## config.mk

```make
export PLATFORM = sky130hd
export DESIGN_NAME = mroe_ctrl
export DESIGN_NICKNAME = d
export VERILOG_FILES = /design/src/sv/mroe_pkg.sv /design/src/sv/mroe_ctrl.sv
export SDC_FILE = /design/constraint.sdc
export NUM_CORES = 1
export LEC_CHECK = 0
export ABC_AREA = 1
export BUFFER_PORTS_ARGS = -buffer_cell sky130_fd_sc_hd__buf_2
export CAP_MARGIN = 25
export CORE_AREA = 5 5 42 44
export DETAILED_ROUTE_END_ITERATION = 10
export DIE_AREA = 0 0 47 49
export PLACE_DENSITY = 0.68
export SYNTH_ARGS = -nofsm -noshare
export SYNTH_HDL_FRONTEND = slang
export SYNTH_SLANG_ARGS = --single-unit
```

## constraint.sdc

```tcl
create_clock -name clk_i -period 3.2 [get_ports clk_i]
set_input_delay 0.48 -clock clk_i [delete_from_list [all_inputs] [get_ports clk_i]]
set_output_delay 0.48 -clock clk_i [all_outputs]
set_load 0.02 [all_outputs]
```

## src/sv/mroe_pkg.sv

```systemverilog
// Shared types, constants and helpers for the matrix row operation engine.
`default_nettype none
package mroe_pkg;

  localparam int MAX_ROWS  = 8;
  localparam int MAX_COLS  = 8;
  localparam int DATA_W    = 32;
  localparam int DEPTH     = MAX_ROWS * MAX_COLS;
  localparam int ADDR_W    = $clog2(DEPTH);
  localparam int COL_W     = $clog2(MAX_COLS);
  localparam int ROW_CNT_W = $clog2(MAX_ROWS + 1);
  localparam int COL_CNT_W = $clog2(MAX_COLS + 1);
  localparam int CFG_W     = 4;
  localparam int PADDR_W   = 3;
  localparam int DIV_W     = 48;
  localparam int DIV_CNT_W = $clog2(DIV_W);
  localparam int WIDE_W    = 49;

  localparam logic [CFG_W-1:0]  CFG_RESET = 4'd8;
  localparam logic [DATA_W-1:0] Q_ONE     = 32'h0001_0000;
  localparam logic [63:0]       RND_HALF  = 64'h0000_0000_0000_8000;

  localparam logic REG_ROWS = 1'b0;
  localparam logic REG_COLS = 1'b1;

  typedef enum logic [2:0] {
    FN_WRITE = 3'd0,
    FN_READ  = 3'd1,
    FN_SWAP  = 3'd2,
    FN_ADD   = 3'd3,
    FN_SCALE = 3'd4
  } func_e;

  typedef enum logic [1:0] {
    ST_OK    = 2'd0,
    ST_INDEX = 2'd1,
    ST_ZERO  = 2'd2,
    ST_SAT   = 2'd3
  } status_e;

  typedef enum logic [1:0] {
    RD_NONE,
    RD_ELEM,
    RD_ROW_A,
    RD_ROW_B
  } rd_sel_e;

  typedef enum logic [2:0] {
    WR_NONE,
    WR_ELEM,
    WR_A_FROM_B,
    WR_B_FROM_A,
    WR_SUM,
    WR_PROD
  } wr_sel_e;

  typedef enum logic [3:0] {
    S_IDLE,
    S_CHECK,
    S_RD_WAIT,
    S_DIV,
    S_RA,
    S_RB,
    S_CAPB,
    S_MUL,
    S_WR,
    S_WA,
    S_WB,
    S_DONE
  } state_e;

  typedef struct packed {
    logic    load;
    rd_sel_e rd_sel;
    logic    cap_a;
    logic    cap_b;
    logic    mul_go;
    wr_sel_e wr_sel;
    logic    col_clr;
    logic    col_inc;
    logic    det_neg;
    logic    div_start;
    logic    det_div;
  } dp_cmd_t;

  typedef struct packed {
    func_e func;
    logic  idx_bad;
    logic  coef_zero;
    logic  col_last;
    logic  div_done;
  } dp_stat_t;

  function automatic logic [ADDR_W-1:0] elem_addr(input int unsigned row,
                                                  input int unsigned col);
    return ADDR_W'(row * MAX_COLS + col);
  endfunction

  // {saturated, value}
  function automatic logic [DATA_W:0] clip32(input logic signed [WIDE_W-1:0] v);
    logic fits;
    fits = (v[WIDE_W-1:DATA_W-1] == '0) || (v[WIDE_W-1:DATA_W-1] == '1);
    if (fits) begin
      return {1'b0, v[DATA_W-1:0]};
    end else if (v[WIDE_W-1]) begin
      return {1'b1, 1'b1, {(DATA_W-1){1'b0}}};
    end else begin
      return {1'b1, 1'b0, {(DATA_W-1){1'b1}}};
    end
  endfunction

endpackage
`default_nettype wire

```

## src/sv/mroe_ctrl.sv

```systemverilog
// Controller state machine sequencing element and row operations.
`default_nettype none
module mroe_ctrl (
  input  wire logic               clk_i,
  input  wire logic               rst_ni,
  input  wire logic               start_i,
  input  wire mroe_pkg::dp_stat_t stat_i,
  output mroe_pkg::dp_cmd_t       cmd_o,
  output logic                    busy_o,
  output logic                    done_o
);
  import mroe_pkg::*;

  state_e state_q, state_d;

  always_ff @(posedge clk_i or negedge rst_ni) begin
    if (!rst_ni) begin
      state_q <= S_IDLE;
    end else begin
      state_q <= state_d;
    end
  end

  always_comb begin
    state_d = state_q;
    cmd_o   = '0;
    busy_o  = 1'b1;
    done_o  = 1'b0;
    case (state_q)
      S_IDLE: begin
        busy_o = 1'b0;
        if (start_i) begin
          cmd_o.load = 1'b1;
          state_d    = S_CHECK;
        end
      end
      S_CHECK: begin
        if (stat_i.idx_bad) begin
          state_d = S_DONE;
        end else begin
          case (stat_i.func)
            FN_WRITE: begin
              cmd_o.wr_sel = WR_ELEM;
              state_d      = S_DONE;
            end
            FN_READ: begin
              cmd_o.rd_sel = RD_ELEM;
              state_d      = S_RD_WAIT;
            end
            FN_SWAP: begin
              cmd_o.det_neg = 1'b1;
              cmd_o.col_clr = 1'b1;
              state_d       = S_RA;
            end
            FN_ADD: begin
              cmd_o.col_clr = 1'b1;
              state_d       = S_RA;
            end
            FN_SCALE: begin
              if (stat_i.coef_zero) begin
                state_d = S_DONE;
              end else begin
                cmd_o.div_start = 1'b1;
                cmd_o.col_clr   = 1'b1;
                state_d         = S_DIV;
              end
            end
            default: state_d = S_DONE;
          endcase
        end
      end
      S_RD_WAIT: begin
        cmd_o.cap_a = 1'b1;
        state_d     = S_DONE;
      end
      S_DIV: begin
        if (stat_i.div_done) begin
          cmd_o.det_div = 1'b1;
          state_d       = S_RA;
        end
      end
      S_RA: begin
        cmd_o.rd_sel = RD_ROW_A;
        state_d      = S_RB;
      end
      S_RB: begin
        cmd_o.rd_sel = RD_ROW_B;
        cmd_o.cap_a  = 1'b1;
        state_d      = S_CAPB;
      end
      S_CAPB: begin
        cmd_o.cap_b = 1'b1;
        state_d     = (stat_i.func == FN_SWAP) ? S_WA : S_MUL;
      end
      S_MUL: begin
        cmd_o.mul_go = 1'b1;
        state_d      = S_WR;
      end
      S_WR: begin
        cmd_o.wr_sel = (stat_i.func == FN_ADD) ? WR_SUM : WR_PROD;
        if (stat_i.col_last) begin
          state_d = S_DONE;
        end else begin
          cmd_o.col_inc = 1'b1;
          state_d       = S_RA;
        end
      end
      S_WA: begin
        cmd_o.wr_sel = WR_A_FROM_B;
        state_d      = S_WB;
      end
      S_WB: begin
        cmd_o.wr_sel = WR_B_FROM_A;
        if (stat_i.col_last) begin
          state_d = S_DONE;
        end else begin
          cmd_o.col_inc = 1'b1;
          state_d       = S_RA;
        end
      end
      S_DONE: begin
        done_o  = 1'b1;
        state_d = S_IDLE;
      end
      default: state_d = S_IDLE;
    endcase
  end

endmodule
`default_nettype wire

```

After elaboration in Yosys (flattened, before gate mapping)
Index checks and enable logic that the tools add are counted.
- output and inout port bits: 16
- bits in registers: 4
- input port bits: 10
- reduce and logical (&&, ||, !) cells: 6
- eq/ne operators: 17
- multiplexer cells: 33
- operators with widths (operator ; number):
    $pmux 4 s10 ; 1
    $mux 4 ; 6
    $mux 1 ; 19
    $eq 4x3->1 const B ; 4
    $eq 4x4->1 const B ; 4
    $pmux 3 s4 ; 1
    $pmux 4 s3 ; 1
    $eq 4x2->1 const B ; 2
    $eq 3x2->1 const B ; 2
    $mux 2 ; 3
    $pmux 2 s3 ; 1
    $reduce_or 2->1 ; 3
    $eq 4x1->1 const B ; 1
    $logic_not 4->1 ; 1
    $ne 2x2->1 const B ; 2
    $eq 3x1->1 const B ; 1
    $eq 3x3->1 const B ; 1
    $logic_not 3->1 ; 1
    $pmux 1 s2 ; 1
    $reduce_and 2->1 ; 1

Depth between registers and ports, before layout
- depth after elaboration: 5
- gate-level depth with buffers: 8
- gate-level depth less buffers: 8

Least setup slack after synthesis
No wires, ideal clock.
- path kind: register -> output
- start point: register state_q[1]
- end point: output port cmd_o[4] (netlist bit)
- arrival time: 1290 ps
- stages on the path, launching flop included: 6
- path slack: 1430 ps
- cells stage by stage: dfrtp_1 -> inv_1 -> nand2_2 -> nor2_4 -> inv_1 -> o21ai_0
- RTL lines (element ; line ; source):
    start: declaration ; mroe_ctrl.sv:14 ; state_e state_q, state_d;
    start signal: assignment ; mroe_ctrl.sv:20 ; state_q <= state_d;
    end: declaration ; mroe_ctrl.sv:8 ; output mroe_pkg::dp_cmd_t cmd_o,

==> impl_metrics.py <==
metrics = {
    "hold_path": {
        "hold_path.class": "in2async",
    },
    "power_and_ir_drop": {
        "powerDensity_mw_per_mm2": 856,
        "ir_drop_mv": 0.331,
        "p_leak_nw": 0.441,
        "total_power_mw": 0.542,
    },
    "sta": {
        "rsz0062_at_grt": "no",
        "slew_violations": 0,
        "slew_headroom": 0.841,
        "holdWs_ns": 0.0453,
        "worst_slew_pin_slew_ns": 0.236,
        "fmax_mhz": 522,
        "post-route-period-util": 0.599,
        "fin_skew_ns": 0.00493,
        "setup-tns-final_ns": 0,
        "setup-violations-final": 0,
        "timing.final.hold_violations": 0,
        "fin_crit_ns": 1.92,
    },
    "placement": {
        "dp_hpwl_um": 1140,
        "place_congestion": 0.842,
        "port_buffers": 25,
        "placed_area_um2": 611,
        "dpl.cell_count": 131,
    },
    "worst_setup_path": {
        "arrival_ns": 1.44,
        "crit_type": "reg2out",
        "cp.required_ns": 2.72,
        "reg2regPathDepth": 6,
        "regToRegEndpoint": "state_q[3]$_DFFE_PN0P_",
        "crit_path_max_fanout": 7,
        "cpMostUsedCell": "inv_1",
        "cp.depth": 6,
        "cp-end-kind": "output port",
        "cpPeakStageDelay_ns": 0.40,
        "rrSetupSlack_ns": 2.04,
        "critPathLaunch": "state_q[1]$_DFFE_PN0P_",
        "crit_slowest_cell": "dfrtp_1",
        "r2r-start": "state_q[2]$_DFFE_PN0P_",
        "crit_family": "flip-flops",
        "cp-start-kind": "flop",
        "critical_path.cell_chain": "inv_1 -> nand2_2 -> nor2_4 -> inv_1 -> o21ai_0 -> buf_2",
        "critPathCapture": "cmd_o[4]",
        "cp_num_buf_inv": 3,
    },
    "layout": {
        "largest_reg_flops": 4,
        "reg_top3": "state_q: 4 flops",
        "stdcell_count": 134,
        "fillCellCount": 171,
        "layout-drive-gt1-share": 0.271,
        "syn2layout_area_growth_pct": 36.0,
        "diodes": 0,
        "regMostFlops": "state_q",
        "register_area_um2": 100,
        "design_area_um2": 633,
        "layout.nets": 130,
        "multiInputGateArea_um2": 290,
    },
    "cts": {
        "cts_inserted_buffers": 3,
        "postCtsHoldBufs": 0,
        "htree_levels": 1,
        "cts-root-buf": "clkbuf_4",
        "cts_tree": "done",
        "clock_path_buffers": 2,
        "cts_setup_buffers": 0,
        "clock_latency_ns": 0.23,
        "cts.sinks": 4,
        "cts-resized-gates": 0,
        "clk_pin_slew_ns": 0.04,
    },
    "synth": {
        "yosysWarnings": 0,
        "seq_area_frac_synth": 0.215,
        "syn_area_per_cell_um2": 5.17,
        "ys_types": 14,
        "ys_ff_latch": 4,
        "syn_inst": 90,
        "synth_nets": 100,
        "syn-cell-area_um2": 465,
    },
    "grt": {
        "grt_util_all_layers": 0.122,
        "grt_max_degree": 8,
        "grt_overflow": 0,
        "grt_pass1_vias": 567,
        "antenna_found_initial": 0,
        "grt_pass1_wl_um": 2170,
    },
    "status": {
        "status": "completed",
    },
    "floorplan": {
        "core_area_mm2": 0.00140,
        "die_y_um": 49,
        "die_w_um": 47,
        "start_util": 0.332,
        "io_pins": 26,
        "dieArea_mm2": 0.00230,
        "row_count": 14,
    },
    "detailed_routing": {
        "ant_nets": 0,
        "drt-wirelength-per-cell_um": 9.43,
        "num_vias": 611,
        "drt_iter0_drc": 14,
        "drt-total-wl_um": 1260,
        "firstDrtPassIters": 4,
        "drcViolationCount": 0,
        "avgViaCountPerCell": 4.56,
    },
    "job": {
        "drv_cap": 0,
    },
}
[how the worst min path moves through the flow]
stage | to | start | cells after the start | slack, ns
after floorplan | state_q[0]$_DFFE_PN0P_ | rst_ni | 0 | 0.18
after global placement | state_q[3]$_DFFE_PN0P_ | rst_ni | 1 | 0.28
after detailed placement | state_q[1]$_DFFE_PN0P_ | rst_ni | 1 | 0.29
after CTS | state_q[1]$_DFFE_PN0P_ | rst_ni | 1 | 0.04
after global routing | state_q[0]$_DFFE_PN0P_ | rst_ni | 1 | 0.04
final | state_q[2]$_DFFE_PN0P_ | rst_ni | 1 | 0.05
[power by group]
part           switching [mW]  internal (mW)
logic                   0.259          0.120
registers              0.0252         0.0771
clock network          0.0184         0.0418
[layer usage]
metal / global-route usage / vias up / part of all wire
met4: 0.0230 / 0 / 0
met2: 0.188 / 15 / 0.49
met5: 0 / - / 0
met3: 0.0332 / 0 / 0.063
met1: 0.169 / 265 / 0.44
li1: - / 331 / -
[kinds of logic (layout without fill, tap and decap cells)]
group	count (synthesis)	count (layout)	synth area share
compound gates	7	7	0.0860
buf+inv	20	48	0.161
flops	4	4	0.215
simple gates	59	59	0.538
[worst reg2reg max path, stage by stage, from the launching register on]
cell and delay [ns]:
dfrtp_1 0.38, inv_1 0.09, nand2_1 0.15, nor2_1 0.17, nand2_1 0.10, o21a_1 0.13
nand3_1 0.08
[synth_stat cells]
library cell | number | area (µm²)
nand2_1 | 28 | 105
o21ai_0 | 3 | 15.0
inv_1 | 20 | 75.1
o211ai_1 | 1 | 7.51
nor2_2 | 1 | 6.26
nand4_1 | 1 | 6.26
nor3_1 | 1 | 5.00
a21oi_1 | 2 | 10.0
nor2_4 | 1 | 11.3
dfrtp_1 | 4 | 100
nand2_2 | 2 | 12.5
nand3_1 | 8 | 40.0
nor2_1 | 17 | 63.8
o21a_1 | 1 | 7.51
[cell usage in the layout, fill, tap and decap left out]
| cell | count |
|---|---|
| nand4_1 | 1 |
| nor2_4 | 1 |
| dfrtp_1 | 4 |
| inv_1 | 20 |
| nor3_1 | 1 |
| o211ai_1 | 1 |
| nand3_1 | 8 |
| buf_2 | 25 |
| o21ai_0 | 3 |
| clkbuf_4 | 3 |
| nand2_1 | 28 |
| a21oi_1 | 2 |
| nand2_2 | 2 |
| o21a_1 | 1 |
| nor2_1 | 17 |
| nor2_2 | 1 |
[cell type report]
type                            count  share of cell area
Timing Repair Buffer               25               0.198
Tap cell                           16              0.0316
Multi-Input combinational cell     66               0.458
Inverter                           20               0.119
Sequential cell                     4               0.158
Clock buffer                        3              0.0356
[through the flow]
step | util | setup WS (ns)
floorplan | - | 1.43
global placement | 0.436 | 1.47
detailed placement | 0.436 | 1.45
CTS | 0.452 | 1.27
global route | 0.452 | 1.13
finish | 0.452 | 1.28
Power figures use the tool's default switching activity.
